<file path="src/rtl/core/lrl_pkg.sv">
// ----------------------------------------------------------------------------
// lrl_pkg
// Shared constants and types for the LRU recency list.
// ----------------------------------------------------------------------------
package lrl_pkg;

    localparam int SLOTS  = 16;
    localparam int SLOT_W = $clog2(SLOTS);
    localparam int CNT_W  = $clog2(SLOTS + 1);
    localparam int CAP_W  = 5;

    localparam logic [CAP_W-1:0] CAP_RESET = CAP_W'(16);

    // request opcodes
    localparam logic OP_INSERT = 1'b0;
    localparam logic OP_TOUCH  = 1'b1;

    // stream widths
    localparam int S_TDATA_W = 8;
    localparam int M_TDATA_W = 16;

    // write request to one link memory
    typedef struct packed {
        logic              we;
        logic [SLOT_W-1:0] addr;
        logic [SLOT_W-1:0] data;
    } link_wr_t;

endpackage

</file>
<file path="src/rtl/core/lrl_ram.sv">
// ----------------------------------------------------------------------------
// lrl_ram
// Simple dual-port RAM: one write port, one read port, registered read data.
// ----------------------------------------------------------------------------
module lrl_ram #(
    parameter int ADDR_W = 4,
    parameter int DATA_W = 4
) (
    input  logic              clk,
    input  logic              we,
    input  logic [ADDR_W-1:0] waddr,
    input  logic [DATA_W-1:0] wdata,
    input  logic [ADDR_W-1:0] raddr,
    output logic [DATA_W-1:0] rdata
);

    logic [DATA_W-1:0] mem [2**ADDR_W];
    logic [DATA_W-1:0] rdata_reg;

    always_ff @(posedge clk) begin
        if (we) begin
            mem[waddr] <= wdata;
        end
        rdata_reg <= mem[raddr];
    end

    assign rdata = rdata_reg;

endmodule

</file>
<file path="src/rtl/core/lru_recency_list.sv">
// ----------------------------------------------------------------------------
// lru_recency_list
// Recency order of cache slots kept as a doubly linked list in link memories.
// ----------------------------------------------------------------------------
// A request (insert or touch of one slot) is accepted only in the idle state,
// and no new request is taken until the last one's result is loaded. The
// slot's links are read at the accepting edge. Then come the unlink writes,
// the link-at-head writes, and the load of the result register. The previous
// and next links live in two small RAMs with one write port each, and that
// write port sets the sequence. The result load holds while an earlier
// result still waits on the output. The next request is accepted while a
// finished result still waits on the output. No clearing pass is needed
// after reset: only the per-slot membership bits are cleared, at once.
// An insert of an absent slot with the list at capacity evicts the tail and
// reports it; a touch of an absent slot reports an error and changes nothing.
module lru_recency_list (
    input  logic                            aclk,
    input  logic                            aresetn,
    // configuration: capacity
    input  logic                            cfg_we,
    input  logic [lrl_pkg::CAP_W-1:0]       cfg_wdata,
    // request channel
    input  logic                            s_tvalid,
    output logic                            s_tready,
    input  logic [lrl_pkg::S_TDATA_W-1:0]   s_tdata,   // [3:0] slot_id
    input  logic [0:0]                      s_tuser,   // [0] opcode
    // result channel
    output logic                            m_tvalid,
    input  logic                            m_tready,
    // [0] evicted_valid, [4:1] evicted_slot, [5] touch_error, [10:6] entry_count
    output logic [lrl_pkg::M_TDATA_W-1:0]   m_tdata
);

    localparam int SLOT_W = lrl_pkg::SLOT_W;
    localparam int CNT_W  = lrl_pkg::CNT_W;
    localparam int RES_W  = 2 + SLOT_W + 1 + CNT_W - 1;

    localparam logic [1:0] S_IDLE = 2'd0;
    localparam logic [1:0] S_READ = 2'd1;
    localparam logic [1:0] S_LINK = 2'd2;
    localparam logic [1:0] S_DONE = 2'd3;

    logic [1:0]                 state_reg, state_next;
    logic [lrl_pkg::CAP_W-1:0]  cap_reg, cap_next;
    logic [CNT_W-1:0]           count_reg, count_next;
    logic [SLOT_W-1:0]          head_reg, head_next;
    logic [SLOT_W-1:0]          tail_reg, tail_next;
    logic [lrl_pkg::SLOTS-1:0]  in_list_reg, in_list_next;
    logic                       link_reg, link_next;
    logic                       m_tvalid_reg, m_tvalid_next;

    logic                       op_reg, op_next;
    logic [SLOT_W-1:0]          sid_reg, sid_next;
    logic                       hit_reg, hit_next;
    logic                       ev_valid_reg, ev_valid_next;
    logic [SLOT_W-1:0]          ev_slot_reg, ev_slot_next;
    logic                       terr_reg, terr_next;
    logic [lrl_pkg::M_TDATA_W-1:0] m_tdata_reg, m_tdata_next;

    logic [SLOT_W-1:0]          s_slot;
    logic [SLOT_W-1:0]          prev_raddr;
    logic [SLOT_W-1:0]          prev_rdata;
    logic [SLOT_W-1:0]          next_rdata;
    lrl_pkg::link_wr_t          prev_wr;
    lrl_pkg::link_wr_t          next_wr;
    logic [CNT_W-1:0]           cap_eff;
    logic                       evict;
    logic [CNT_W-1:0]           remain;

    assign s_slot = s_tdata[SLOT_W-1:0];

    // a present slot needs its own previous link; an absent insert may evict the tail
    assign prev_raddr = in_list_reg[s_slot] ? s_slot : tail_reg;

    lrl_ram #(.ADDR_W(SLOT_W), .DATA_W(SLOT_W)) u_prev_ram (
        .clk   (aclk),
        .we    (prev_wr.we),
        .waddr (prev_wr.addr),
        .wdata (prev_wr.data),
        .raddr (prev_raddr),
        .rdata (prev_rdata)
    );

    lrl_ram #(.ADDR_W(SLOT_W), .DATA_W(SLOT_W)) u_next_ram (
        .clk   (aclk),
        .we    (next_wr.we),
        .waddr (next_wr.addr),
        .wdata (next_wr.data),
        .raddr (s_slot),
        .rdata (next_rdata)
    );

    always_comb begin
        if (cap_reg == '0) begin
            cap_eff = CNT_W'(1);
        end else if (int'(cap_reg) > lrl_pkg::SLOTS) begin
            cap_eff = CNT_W'(lrl_pkg::SLOTS);
        end else begin
            cap_eff = CNT_W'(cap_reg);
        end
    end

    assign evict  = (count_reg >= cap_eff);
    assign remain = evict ? count_reg - CNT_W'(1) : count_reg;

    always_comb begin
        state_next    = state_reg;
        cap_next      = cfg_we ? cfg_wdata : cap_reg;
        count_next    = count_reg;
        head_next     = head_reg;
        tail_next     = tail_reg;
        in_list_next  = in_list_reg;
        link_next     = link_reg;
        m_tvalid_next = m_tvalid_reg & ~m_tready;
        op_next       = op_reg;
        sid_next      = sid_reg;
        hit_next      = hit_reg;
        ev_valid_next = ev_valid_reg;
        ev_slot_next  = ev_slot_reg;
        terr_next     = terr_reg;
        m_tdata_next  = m_tdata_reg;
        prev_wr       = '0;
        next_wr       = '0;

        case (state_reg)
            S_IDLE: begin
                if (s_tvalid) begin
                    op_next    = s_tuser[0];
                    sid_next   = s_slot;
                    hit_next   = in_list_reg[s_slot];
                    state_next = S_READ;
                end
            end
            S_READ: begin
                ev_valid_next = 1'b0;
                ev_slot_next  = '0;
                terr_next     = 1'b0;
                link_next     = 1'b0;
                if (hit_reg) begin
                    // head or lone entry: order already right
                    if (count_reg != CNT_W'(1) && head_reg != sid_reg) begin
                        link_next = 1'b1;
                        if (tail_reg == sid_reg) begin
                            tail_next = prev_rdata;
                        end else begin
                            // bridge the neighbors around the slot
                            next_wr = '{we: 1'b1, addr: prev_rdata, data: next_rdata};
                            prev_wr = '{we: 1'b1, addr: next_rdata, data: prev_rdata};
                        end
                    end
                end else if (op_reg == lrl_pkg::OP_TOUCH) begin
                    terr_next = 1'b1;
                end else begin
                    if (evict) begin
                        ev_valid_next          = 1'b1;
                        ev_slot_next           = tail_reg;
                        in_list_next[tail_reg] = 1'b0;
                    end
                    in_list_next[sid_reg] = 1'b1;
                    count_next            = remain + CNT_W'(1);
                    if (remain == '0) begin
                        head_next = sid_reg;
                        tail_next = sid_reg;
                    end else begin
                        link_next = 1'b1;
                        if (evict) begin
                            tail_next = prev_rdata;
                        end
                    end
                end
                state_next = S_LINK;
            end
            S_LINK: begin
                if (link_reg) begin
                    next_wr   = '{we: 1'b1, addr: sid_reg, data: head_reg};
                    prev_wr   = '{we: 1'b1, addr: head_reg, data: sid_reg};
                    head_next = sid_reg;
                end
                state_next = S_DONE;
            end
            S_DONE: begin
                // hold until the output register frees up
                if (!m_tvalid_reg || m_tready) begin
                    m_tvalid_next = 1'b1;
                    m_tdata_next  = lrl_pkg::M_TDATA_W'({count_reg, terr_reg,
                                                         ev_slot_reg, ev_valid_reg});
                    state_next    = S_IDLE;
                end
            end
            default: begin
                state_next = S_IDLE;
            end
        endcase
    end

    always_ff @(posedge aclk) begin
        if (!aresetn) begin
            state_reg    <= S_IDLE;
            cap_reg      <= lrl_pkg::CAP_RESET;
            count_reg    <= '0;
            head_reg     <= '0;
            tail_reg     <= '0;
            in_list_reg  <= '0;
            link_reg     <= 1'b0;
            m_tvalid_reg <= 1'b0;
        end else begin
            state_reg    <= state_next;
            cap_reg      <= cap_next;
            count_reg    <= count_next;
            head_reg     <= head_next;
            tail_reg     <= tail_next;
            in_list_reg  <= in_list_next;
            link_reg     <= link_next;
            m_tvalid_reg <= m_tvalid_next;
        end
    end

    always_ff @(posedge aclk) begin
        op_reg       <= op_next;
        sid_reg      <= sid_next;
        hit_reg      <= hit_next;
        ev_valid_reg <= ev_valid_next;
        ev_slot_reg  <= ev_slot_next;
        terr_reg     <= terr_next;
        m_tdata_reg  <= m_tdata_next;
    end

    assign s_tready = (state_reg == S_IDLE);
    assign m_tvalid = m_tvalid_reg;
    assign m_tdata  = m_tdata_reg;

    // result layout must fit the stream word
    localparam int RES_CHECK = (RES_W <= lrl_pkg::M_TDATA_W) ? 1 : 0;

    a_count_matches_members: assert property (@(posedge aclk) disable iff (!aresetn)
        (RES_CHECK == 1) && ($countones(in_list_reg) == int'(count_reg)))
        else $error("list count differs from membership bits");

    a_count_bounded: assert property (@(posedge aclk) disable iff (!aresetn)
        int'(count_reg) <= lrl_pkg::SLOTS)
        else $error("list count above slot total");

    a_ends_are_members: assert property (@(posedge aclk) disable iff (!aresetn)
        (state_reg == S_IDLE && count_reg != '0) |->
            (in_list_reg[head_reg] && in_list_reg[tail_reg]))
        else $error("head or tail slot not in list");

    a_link_needs_two: assert property (@(posedge aclk) disable iff (!aresetn)
        (state_reg == S_LINK && link_reg) |-> (count_reg >= CNT_W'(2)))
        else $error("head link issued on a list of fewer than two");

endmodule

</file>
<file path="config.mk">
export PLATFORM = sky130hd
export DESIGN_NAME = lru_recency_list
export DESIGN_NICKNAME = d
export VERILOG_FILES = /design/src/rtl/core/lrl_pkg.sv /design/src/rtl/core/lrl_ram.sv /design/src/rtl/core/lru_recency_list.sv
export SDC_FILE = /design/constraint.sdc
export NUM_CORES = 1
export LEC_CHECK = 0
export BUFFER_PORTS_ARGS = -buffer_cell sky130_fd_sc_hd__buf_2
export CORE_ASPECT_RATIO = 0.9
export CORE_UTILIZATION = 60
export DETAILED_ROUTE_END_ITERATION = 10
export MAX_ROUTING_LAYER = met4
export PLACE_DENSITY_LB_ADDON = 0.3
export SYNTH_ARGS = -nofsm -noshare
export SYNTH_HDL_FRONTEND = slang
export SYNTH_SLANG_ARGS = --single-unit
</file>
<file path="constraint.sdc">
create_clock -name aclk -period 9.9 [get_ports aclk]
set_input_delay 0.495 -clock aclk [delete_from_list [all_inputs] [get_ports aclk]]
set_output_delay 0.495 -clock aclk [all_outputs]
set_load 0.02 [all_outputs]
</file>
==> results.txt, run 1 <==
----------------------------------------------------
[Worst setup path]
  Type of element capturing the critical path ... register
  CP arrival ... 4190 ps
  Setup CP Type ... register to register
  WP data required ... 9980 ps
  Largest driver fanout on the critical path ... 17
  Sort of element at the start of the critical path ... register

[Power and ir drop]
  Pwr per Cell Area ... 214 nW/µm²
  Maximum ir drop on the vdd rail ... 0.138 mV
  Static power due to leakage ... 3.24 nW

[Timing]
  F_max ... 243 MHz
  Time the worst path needs with I/O delays and setup ... 4110 ps
  Worst clock skew ... 9.28 ps
  Fin. Hold Viols ... 0
  Headroom to the max-slew limit ... 0.177
  Unrepaired setup endpoints after global routing ... false
  Count of endpoints failing setup in the final report ... 0
  Max-slew violation total from the final report ... 0
  Slew at the pin closest to its max-slew limit ... 1230 ps
  Setup TNS ... 0 ps
  Fin crit share ... 0.415
  Post-route worst hold slack ... 241 ps

[Route]
  Drt first-iter violations ... 518
  Wire length reported by the detailed router ... 17900 µm
  Number of vias in the routed layout ... 5370
  Average routed wire per standard cell ... 20.7 µm
  Routed Antenna Nets ... 0
  Drt via density ... 6.19
  Number of optimization iterations in the first detailed-route pass ... 5
  # DRC ... 0

[Yosys]
  Synthesized instance count ... 641
  Synth Cell Area ... 8940 µm²
  Async S/R FF share, synth ... 0
  Most area-hungry cell type in the Yosys netlist ... sky130_fd_sc_hd__edfxtp_1
  Mean area per synthesized cell ... 13.9 µm²
  Most frequently used flop master after synthesis ... sky130_fd_sc_hd__edfxtp_1
  Flip-flop and latch count after synthesis ... 197
  Largest cells by area after synthesis ... sky130_fd_sc_hd__edfxtp_1 51%, sky130_fd_sc_hd__dfxtp_1 10%, sky130_fd_sc_hd__mux4_2 5.0%, sky130_fd_sc_hd__mux2i_1 2.9%, sky130_fd_sc_hd__mux2_2 2.5%
  Proportion of netlist area held by the largest area contributor ... 0.507
  Post-synth EDFFs ... 151
  Ys Warns ... 0
  Share of the yosys chip area belonging to registers ... 0.610
  Count of distinct cell types in the synthesized netlist ... 70

[Place]
  Dpl cells ... 835
  Placed inst area ... 9140 µm²
  Placer congestion estimate ... 0.875
  Post-detail-place hpwl ... 12100 µm
  Count of input and output buffers ... 27

[Final layout]
  Final standard cell area without fillers ... 9720 µm²
  Inserted Diodes ... 0
  Layout filler cell count ... 992
  Footprint of the flip-flops and latches ... 5460 µm²
  Number of nets in the layout ... 693
  Synth-to-Final Area Change ... 8.76%
  Utilization after layout ... 0.682
  Post-Layout Cell Count ... 867
  Share of final-layout standard cells stronger than drive strength 1 ... 0.184
  Area of the multi-input gates ... 3210 µm²

[Status]
  Outcome ... completed

[CTS]
  Number of cells upsized or downsized after cts ... 0
  Number of hold buffers added after cts ... 0
  Buffer depth of the longest clock path ... 2
  Number of levels in the clock H-tree ... 4
  TritonCTS clock tree ... yes
  Clock sink total ... 197
  Buffers inserted by post-CTS timing repair ... 0
  Inserted Clock Buffers ... 17
  Clock edge transition at the registers on the reported setup and hold paths ... 70 ps
  Root buffer cell ... sky130_fd_sc_hd__clkbuf_16
  Clock network latency to the later pin of the worst-skew pair ... 440 ps

[GRT]
  Initial antenna violation count ... 0
  Fraction of met1 tracks used by global routing ... 0.351
  GRT busiest layer ... met2
  Number of global-route vias before repair ... 5254
  Met2 track demand over resource ... 0.391
  Met3 usage in global routing ... 0.0623
  Wire length of the first global-routing pass ... 28700 µm
  Global routing usage summed across all routing layers ... 0.261
  GRT Residual Overflow ... 0
  Largest net degree at the start of global routing ... 41

[Floorplanning]
  Area of the die ... 15400 µm²
  Std cell rows ... 41
  Die Wd ... 131 µm
  Area inside the core boundary ... 14300 µm²
  Die height ... 118 µm
  I/O Pins ... 37
  Starting density of the core ... 0.627

[Min path]
  HP Class ... primary input to register

[Job]
  Max-capacitance violation count ... 0

----------------------------------------------------
path summary, 6_finish.rpt:
check / startpoint / endpoint / slack, ps / cells after the start
hold reg to reg: ev_slot_reg[3]$_SDFFCE_PP0P_ / m_tdata[4]$_DFFE_PP_ / 420 / 0
setup / recovery: state_reg[1]$_SDFFE_PN0P_ / u_prev_ram.mem[4][0]$_DFFE_PP_ / 5790 / 8
setup reg to reg: state_reg[1]$_SDFFE_PN0P_ / u_prev_ram.mem[4][0]$_DFFE_PP_ / 5790 / 8
hold / removal: s_tuser / op_reg$_DFFE_PP_ / 240 / 1
critical path: stages, from the launching register on:
cell and delay [ps]:
sky130_fd_sc_hd__dfxtp_1 340, sky130_fd_sc_hd__inv_1 90, sky130_fd_sc_hd__ha_1 520, sky130_fd_sc_hd__nand2_1 210, sky130_fd_sc_hd__nor4_4 590, sky130_fd_sc_hd__a22oi_1 270
sky130_fd_sc_hd__nor2b_1 900, sky130_fd_sc_hd__nand2_1 320, sky130_fd_sc_hd__nor3_1 500
metal layers:
layer | routed length, µm | up-vias
met5 | 0 | -
met1 | 7740 | 2694
met2 | 8920 | 184
met3 | 997 | 25
met4 | 276 | 0
li1 | - | 2467
stage by stage:
stage / power [mW] / setup WS [ps]
2_1_floorplan: 1.31 / 6760
3_3_place_gp: 1.39 / 6030
3_5_place_dp: 1.40 / 5850
4_1_cts: 2.08 / 5810
5_1_grt: 2.16 / 5360
6_report: 2.08 / 5790
cells in the mapped netlist, types with 2 or more instances:
master	n
sky130_fd_sc_hd__edfxtp_1	151
sky130_fd_sc_hd__dfxtp_1	46
sky130_fd_sc_hd__nor2_1	45
sky130_fd_sc_hd__nand2_1	43
sky130_fd_sc_hd__o21ai_0	27
sky130_fd_sc_hd__mux2i_1	26
sky130_fd_sc_hd__a21boi_0	22
sky130_fd_sc_hd__mux2_2	20
sky130_fd_sc_hd__mux4_2	20
sky130_fd_sc_hd__clkbuf_1	18
sky130_fd_sc_hd__nor2b_1	17
sky130_fd_sc_hd__o22ai_1	17
sky130_fd_sc_hd__inv_1	16
sky130_fd_sc_hd__ha_1	13
sky130_fd_sc_hd__mux2_1	12
sky130_fd_sc_hd__xor2_1	10
sky130_fd_sc_hd__nand3_1	9
sky130_fd_sc_hd__a22oi_1	8
sky130_fd_sc_hd__nor3_1	8
sky130_fd_sc_hd__a21oi_1	7
sky130_fd_sc_hd__and2_1	7
sky130_fd_sc_hd__buf_4	5
sky130_fd_sc_hd__buf_6	5
sky130_fd_sc_hd__nand2b_1	5
sky130_fd_sc_hd__nor4_2	5
sky130_fd_sc_hd__and3_1	4
sky130_fd_sc_hd__mux4_1	4
sky130_fd_sc_hd__nand3b_1	4
sky130_fd_sc_hd__o2bb2ai_1	4
sky130_fd_sc_hd__o31ai_1	4
sky130_fd_sc_hd__or3_1	4
sky130_fd_sc_hd__a21o_1	3
sky130_fd_sc_hd__buf_2	3
sky130_fd_sc_hd__nand4_1	3
sky130_fd_sc_hd__nor3b_1	3
sky130_fd_sc_hd__a22o_1	2
sky130_fd_sc_hd__a22oi_2	2
sky130_fd_sc_hd__and4b_1	2
sky130_fd_sc_hd__clkbuf_8	2
sky130_fd_sc_hd__nand4b_1	2
sky130_fd_sc_hd__nor4_1	2
sky130_fd_sc_hd__o21a_1	2
sky130_fd_sc_hd__or2_2	2
final cells by class:
cell class,instances,share of cell area
inverter,16,0.00618
sequential,197,0.561
tap,193,0.0248
clock inverter,15,0.0165
timing repair buffer,31,0.0170
multi-input combinational,398,0.331
clock buffer,17,0.0438
cells in the final DEF (no fill, tap or decap), types with 3 or more instances in the layout:
cell	synthesis	layout
sky130_fd_sc_hd__a21boi_0	22	22
sky130_fd_sc_hd__a21o_1	3	3
sky130_fd_sc_hd__a21oi_1	7	7
sky130_fd_sc_hd__a22oi_1	8	8
sky130_fd_sc_hd__and2_1	7	7
sky130_fd_sc_hd__and3_1	4	4
sky130_fd_sc_hd__buf_2	3	27
sky130_fd_sc_hd__buf_4	5	4
sky130_fd_sc_hd__clkbuf_16	0	17
sky130_fd_sc_hd__clkinvlp_4	0	3
sky130_fd_sc_hd__conb_1	1	5
sky130_fd_sc_hd__dfxtp_1	46	46
sky130_fd_sc_hd__edfxtp_1	151	151
sky130_fd_sc_hd__ha_1	13	13
sky130_fd_sc_hd__inv_1	16	16
sky130_fd_sc_hd__inv_6	0	3
sky130_fd_sc_hd__inv_8	0	5
sky130_fd_sc_hd__mux2_1	12	12
sky130_fd_sc_hd__mux2_2	20	20
sky130_fd_sc_hd__mux2i_1	26	26
sky130_fd_sc_hd__mux4_1	4	4
sky130_fd_sc_hd__mux4_2	20	20
sky130_fd_sc_hd__nand2_1	43	43
sky130_fd_sc_hd__nand2b_1	5	5
sky130_fd_sc_hd__nand3_1	9	9
sky130_fd_sc_hd__nand3b_1	4	4
sky130_fd_sc_hd__nand4_1	3	3
sky130_fd_sc_hd__nor2_1	45	45
sky130_fd_sc_hd__nor2b_1	17	17
sky130_fd_sc_hd__nor3_1	8	8
sky130_fd_sc_hd__nor3b_1	3	3
sky130_fd_sc_hd__nor4_2	5	5
sky130_fd_sc_hd__o21ai_0	27	27
sky130_fd_sc_hd__o22ai_1	17	17
sky130_fd_sc_hd__o2bb2ai_1	4	4
sky130_fd_sc_hd__o31ai_1	4	4
sky130_fd_sc_hd__or3_1	4	4
sky130_fd_sc_hd__xor2_1	10	10
where the power goes:
part           leakage [nW]  internal [mW]  switching, mW  total (mW)
logic                  1.24          0.145          0.224       0.369
registers              1.72          0.963         0.0605        1.02
clock network         0.280          0.358          0.326       0.684
kinds of logic (layout without fill, tap and decap cells):
family | after synthesis | count (layout) | share of synthesized area
DFF | 197 | 197 | 0.610
and+or+nand+nor | 178 | 178 | 0.109
AOI/OAI and AO/OA | 109 | 109 | 0.0879
muxes | 82 | 82 | 0.132
buffers and inverters | 50 | 79 | 0.0318
adders and majority gates | 13 | 13 | 0.0182
xor gates and xnor gates | 11 | 11 | 0.0108
other | 1 | 5 | 0.000420
Note: power is estimated with default switching activity, not from simulation.
==> inputs of run 2 (changes only) <==
CORE_UTILIZATION = 56   (was 60)
clock period = 3.5 ns   (was 9.9 ns; I/O delays follow)
==> run 2 against run 1 <==
Net effect: clock-buffer cell count unchanged; combinational power increased to 3.0 times the previous value; worst setup slack got worse by 5300 ps; critical path depth increased by 1; clock skew increased by 3.7 ps; total power increased to 2.9 times the previous value; maximum frequency increased by 37%; clock power increased to 2.9 times the previous value.
==> results.txt, run 2 (synthesis results as in run 1) <==
----------------------------------------------------
[Timing]
  Slew at the pin closest to its max-slew limit ... 1030 ps
  Worst clock skew ... 13.0 ps
  Max-slew violation total from the final report ... 0
  Fin crit share ... 0.860
  F_max ... 332 MHz
  Count of endpoints failing setup in the final report ... 0
  Setup TNS ... 0 ps
  Time the worst path needs with I/O delays and setup ... 3010 ps
  Headroom to the max-slew limit ... 0.313
  Unrepaired setup endpoints after global routing ... false
  Fin. Hold Viols ... 0

[Floorplanning]
  Die Wd ... 135 µm
  Area inside the core boundary ... 15500 µm²
  Area of the die ... 16500 µm²
  Std cell rows ... 43
  Die height ... 122 µm
  I/O Pins ... 37
  Starting density of the core ... 0.577

[Final layout]
  Most frequent standard cell in the layout excluding fill and tap cells ... sky130_fd_sc_hd__edfxtp_1
  Highest-count cells in the layout ignoring fill and taps ... 151 x sky130_fd_sc_hd__edfxtp_1, 46 x sky130_fd_sc_hd__dfxtp_1, 45 x sky130_fd_sc_hd__nor2_1, 43 x sky130_fd_sc_hd__nand2_1
  Area of the multi-input gates ... 3210 µm²
  Number of nets in the layout ... 714
  Inserted Diodes ... 0
  Utilization after layout ... 0.641
  Footprint of the flip-flops and latches ... 5460 µm²
  Share of final-layout standard cells stronger than drive strength 1 ... 0.202
  Layout filler cell count ... 1103
  Synth-to-Final Area Change ... 11.1%

[Worst setup path]
  Type of element capturing the critical path ... register
  R2R setup slack ... 490 ps
  Setup CP Type ... register to register
  Worst flop-to-flop path startpoint ... sid_reg[1]$_DFFE_PP_
  CP arrival ... 3100 ps
  Largest driver fanout on the critical path ... 9
  RR Endpoint ... u_next_ram.mem[5][0]$_DFFE_PP_
  WP data required ... 3590 ps
  Sort of element at the start of the critical path ... register
  Worst Setup SP ... sid_reg[1]$_DFFE_PP_
  Cell depth of the worst flop-to-flop path ... 9

[Place]
  Count of input and output buffers ... 27
  Placer congestion estimate ... 0.896
  Post-detail-place hpwl ... 12500 µm

[Route]
  Drt first-iter violations ... 383
  Number of optimization iterations in the first detailed-route pass ... 5
  Average routed wire per standard cell ... 20.2 µm
  Drt via density ... 6.00
  Wire length reported by the detailed router ... 18100 µm
  Routed Antenna Nets ... 0
  Number of vias in the routed layout ... 5378
  # DRC ... 0

[Min path]
  Endpoint of the worst hold path ... cap_reg[0]$_SDFFE_PN0P_
  HP Class ... primary input to register
  Hold Path Stages ... 3
  Startpoint of the most critical hold path ... cfg_wdata[0]

[GRT]
  Wire length of the first global-routing pass ... 29300 µm
  Global routing usage summed across all routing layers ... 0.249
  GRT Residual Overflow ... 0
  Largest net degree at the start of global routing ... 41
  Initial antenna violation count ... 0
  Number of global-route vias before repair ... 5412

[Power and ir drop]
  Static power due to leakage ... 3.36 nW
  Pwr per Cell Area ... 603 nW/µm²
  Maximum ir drop on the vdd rail ... 0.456 mV
  Post-route total power ... 5.99 mW

[CTS]
  Clock sink total ... 197
  Buffers inserted by post-CTS timing repair ... 0
  Clock network latency to the later pin of the worst-skew pair ... 440 ps
  Number of levels in the clock H-tree ... 4
  Clock edge transition at the registers on the reported setup and hold paths ... 70 ps
  TritonCTS clock tree ... yes
  Root buffer cell ... sky130_fd_sc_hd__clkbuf_16
  Number of cells upsized or downsized after cts ... 0
  Inserted Clock Buffers ... 17
  Buffer depth of the longest clock path ... 2
  Number of hold buffers added after cts ... 5

[Job]
  Max-capacitance violation count ... 0

[Status]
  Outcome ... completed

----------------------------------------------------
## run 2: changes by cell type in the layout (fill, tap and decap cells not counted), sizes merged
cell,change
dlygate4sd3,+5
clkinvlp,-1
buf,+16
clkinv,+1
bufinv,+1
inv,-2
## run 2: layout make-up
type | instances | area share
clock buffers | 17 | 0.0428
clock inverters | 14 | 0.0187
inverters | 16 | 0.00605
multi-input cells | 398 | 0.324
flip-flops and latches | 197 | 0.549
well taps | 202 | 0.0255
repair buffers | 52 | 0.0338
## run 2: power by group
| part | switching (mW) | total, mW | internal (mW) |
|---|---|---|---|
| clock network | 0.913 | 2.00 | 1.08 |
| registers | 0.155 | 2.88 | 2.72 |
| logic | 0.665 | 1.11 | 0.449 |
## run 2: how the worst max path moves through the flow
stage	endpoint	slack, ps
2_1_floorplan	u_next_ram.mem[12][0]$_DFFE_PP_	360
3_3_place_gp	count_reg[2]$_SDFFE_PN0P_	560
3_5_place_dp	tail_reg[3]$_SDFFE_PN0P_	530
4_1_cts	tail_reg[3]$_SDFFE_PN0P_	520
5_1_grt	u_prev_ram.mem[0][1]$_DFFE_PP_	240
6_report	u_next_ram.mem[5][0]$_DFFE_PP_	490
## run 2: per-stage QoR
stage	instance area, µm²	cells	hold WS [ps]	setup slack (ps)
global placement	9270	860	355	557
detailed placement	9270	860	357	533
finish	9930	896	29.5	490
global route	9930	896	45.9	239
floorplan	8950	645	274	364
CTS	9930	896	5.92	517
## run 2: worst max-delay path: stages (launching register included)
cell	delay, ps
sky130_fd_sc_hd__edfxtp_1	560
sky130_fd_sc_hd__buf_4	210
sky130_fd_sc_hd__xor2_1	150
sky130_fd_sc_hd__nor4_1	70
sky130_fd_sc_hd__buf_4	140
sky130_fd_sc_hd__nor4_4	380
sky130_fd_sc_hd__a22oi_1	200
sky130_fd_sc_hd__nor2b_1	340
sky130_fd_sc_hd__nand2_1	240
sky130_fd_sc_hd__nor2_1	390
## run 2: per-layer routing
layer | vias up | share of wire | track usage
met1 | 2661 | 0.44 | 0.330
met3 | 28 | 0.052 | 0.0479
met2 | 184 | 0.49 | 0.390
met4 | 0 | 0.017 | 0.0787
li1 | 2505 | - | -
met5 | - | 0 | -
==> inputs of run 3 (changes only) <==
MAX_ROUTING_LAYER = not set   (was met4)
TNS_END_PERCENT = 30   (was not set)
==> run 3 against run 2 <==
Net effect: final area unchanged; non-clock buffer count unchanged; clock skew about the same; total power about the same; register-to-register slack about the same; global-route usage down 0.81 points; clock-buffer cell count unchanged; first-iteration DRC count up 11%; maximum frequency down 0.14%; largest cell class unchanged.
==> results.txt, run 3 (synthesis results as in run 1) <==
----------------------------------------------------
[Place]
  Post-detail-place hpwl ... 12500 µm
  Placer congestion estimate ... 0.881
  Count of input and output buffers ... 27

[Floorplanning]
  Die height ... 122 µm
  I/O Pins ... 37
  Area inside the core boundary ... 15500 µm²
  Area of the die ... 16500 µm²
  Starting density of the core ... 0.577
  Std cell rows ... 43
  Die Wd ... 135 µm

[GRT]
  Largest net degree at the start of global routing ... 41
  Number of global-route vias before repair ... 5424
  Wire length of the first global-routing pass ... 29300 µm
  GRT Residual Overflow ... 0
  Initial antenna violation count ... 0
  Global routing usage summed across all routing layers ... 0.241

[Final layout]
  Utilization after layout ... 0.641
  Synth-to-Final Area Change ... 11.1%
  Inserted Diodes ... 0
  Number of nets in the layout ... 714
  Highest-count cells in the layout ignoring fill and taps ... 151 x sky130_fd_sc_hd__edfxtp_1, 46 x sky130_fd_sc_hd__dfxtp_1, 45 x sky130_fd_sc_hd__nor2_1, 43 x sky130_fd_sc_hd__nand2_1
  Most frequent standard cell in the layout excluding fill and tap cells ... sky130_fd_sc_hd__edfxtp_1
  Share of final-layout standard cells stronger than drive strength 1 ... 0.202

[Min path]
  Endpoint of the worst hold path ... cap_reg[0]$_SDFFE_PN0P_
  HP Class ... primary input to register
  Hold Path Stages ... 3
  Startpoint of the most critical hold path ... cfg_wdata[0]

[Timing]
  Time the worst path needs with I/O delays and setup ... 3010 ps
  Setup TNS ... 0 ps
  Worst clock skew ... 12.5 ps
  Max-slew violation total from the final report ... 0
  Fin. Hold Viols ... 0
  F_max ... 332 MHz
  Headroom to the max-slew limit ... 0.331
  Slew at the pin closest to its max-slew limit ... 1000 ps
  Fin crit share ... 0.861
  Count of endpoints failing setup in the final report ... 0
  Unrepaired setup endpoints after global routing ... false

[Worst setup path]
  Master of the slowest instance on the critical path ... sky130_fd_sc_hd__edfxtp_1
  Cell depth of the worst flop-to-flop path ... 9
  Sort of element at the start of the critical path ... register
  Bufs and invs on worst path ... 2
  CP arrival ... 3100 ps
  Type of element capturing the critical path ... register
  Setup CP Type ... register to register
  Largest driver fanout on the critical path ... 9
  Crit. path cell count ... 9
  WP data required ... 3590 ps
  Critical-path cell list ... buf_4 > xor2_1 > nor4_1 > buf_4 > nor4_4 > a22oi_1 > nor2b_1 > nand2_1 > nor2_1
  R2R setup slack ... 490 ps
  RR Endpoint ... u_next_ram.mem[5][0]$_DFFE_PP_
  CP peak stage delay ... 560 ps
  Worst flop-to-flop path startpoint ... sid_reg[1]$_DFFE_PP_
  Kind of cell adding the most delay to the critical path ... simple AND/OR/NAND/NOR gates
  Critical Path Most Common Cell ... sky130_fd_sc_hd__buf_4

[Route]
  Number of vias in the routed layout ... 5350
  Number of optimization iterations in the first detailed-route pass ... 5
  Drt first-iter violations ... 424
  Drt via density ... 5.97
  Wire length reported by the detailed router ... 18200 µm
  # DRC ... 0
  Average routed wire per standard cell ... 20.3 µm
  Routed Antenna Nets ... 0

[CTS]
  Clock sink total ... 197
  Root buffer cell ... sky130_fd_sc_hd__clkbuf_16
  Buffer depth of the longest clock path ... 2
  Number of levels in the clock H-tree ... 4
  TritonCTS clock tree ... yes
  Buffers inserted by post-CTS timing repair ... 0
  Clock edge transition at the registers on the reported setup and hold paths ... 70 ps
  Clock network latency to the later pin of the worst-skew pair ... 440 ps
  Inserted Clock Buffers ... 17

[Power and ir drop]
  Pwr per Cell Area ... 603 nW/µm²
  Static power due to leakage ... 3.36 nW
  Maximum ir drop on the vdd rail ... 0.456 mV

[Status]
  Outcome ... completed

[Job]
  Max-capacitance violation count ... 0

----------------------------------------------------
run 3: worst max-delay path by stage:
stage / slack, ps / startpoint / to
global placement: 560 / cap_reg[4]$_SDFFE_PN1P_ / count_reg[2]$_SDFFE_PN0P_
finish: 490 / sid_reg[1]$_DFFE_PP_ / u_next_ram.mem[5][0]$_DFFE_PP_
floorplan: 360 / state_reg[1]$_SDFFE_PN0P_ / u_next_ram.mem[12][0]$_DFFE_PP_
global route: 240 / count_reg[0]$_SDFFE_PN0P_ / u_prev_ram.mem[0][1]$_DFFE_PP_
detailed placement: 530 / cap_reg[4]$_SDFFE_PN1P_ / tail_reg[3]$_SDFFE_PN0P_
CTS: 520 / cap_reg[4]$_SDFFE_PN1P_ / tail_reg[3]$_SDFFE_PN0P_
run 3: worst reg2reg max path, delay by kind of cell (launching register included):
family          cells  cell delay (ps)
simple gates        5             1410
compound gates      1              210
flops               1              560
xor+xnor            1              150
buf+inv             2              350
run 3: repair_timing:
action | CTS | global route
endpoints found under the setup margin | 0 | 0
resized for setup | 0 | 0
hold buffers | 5 | 0
hold endpoints to repair | 5 | 0
run 3: metrics by stage:
| stage | hold slack [ps] | total power [mW] | area (µm²) | setup slack, ps | instances |
|---|---|---|---|---|---|
| after floorplan | 274 | 3.71 | 8950 | 364 | 645 |
| after global placement | 355 | 3.97 | 9270 | 557 | 860 |
| after detailed placement | 357 | 4.02 | 9270 | 533 | 860 |
| after CTS | 5.92 | 6.00 | 9930 | 517 | 896 |
| after global routing | 46.1 | 6.21 | 9930 | 239 | 896 |
| final | 30.5 | 5.98 | 9930 | 486 | 896 |
run 3: report_power, final:
part / switching [mW] / internal (mW)
clock: 0.910 / 1.08
combinational: 0.664 / 0.449
sequential: 0.154 / 2.72
total: 1.73 / 4.26
run 3: cell type report:
type | count | area (µm²)
Tap cell | 202 | 253
Clock buffer | 17 | 425
Fill cell | 1103 | 5570
Sequential cell | 197 | 5460
Timing Repair Buffer | 52 | 335
Inverter | 16 | 60.1
Multi-Input combinational cell | 398 | 3210
Clock inverter | 14 | 185
run 3: metal layers:
| layer | routed length [µm] | GRT usage |
|---|---|---|
| met4 | 243 | 0.0730 |
| met5 | 0 | 0 |
| met3 | 1040 | 0.0491 |
| met1 | 7970 | 0.328 |
| met2 | 8950 | 0.392 |
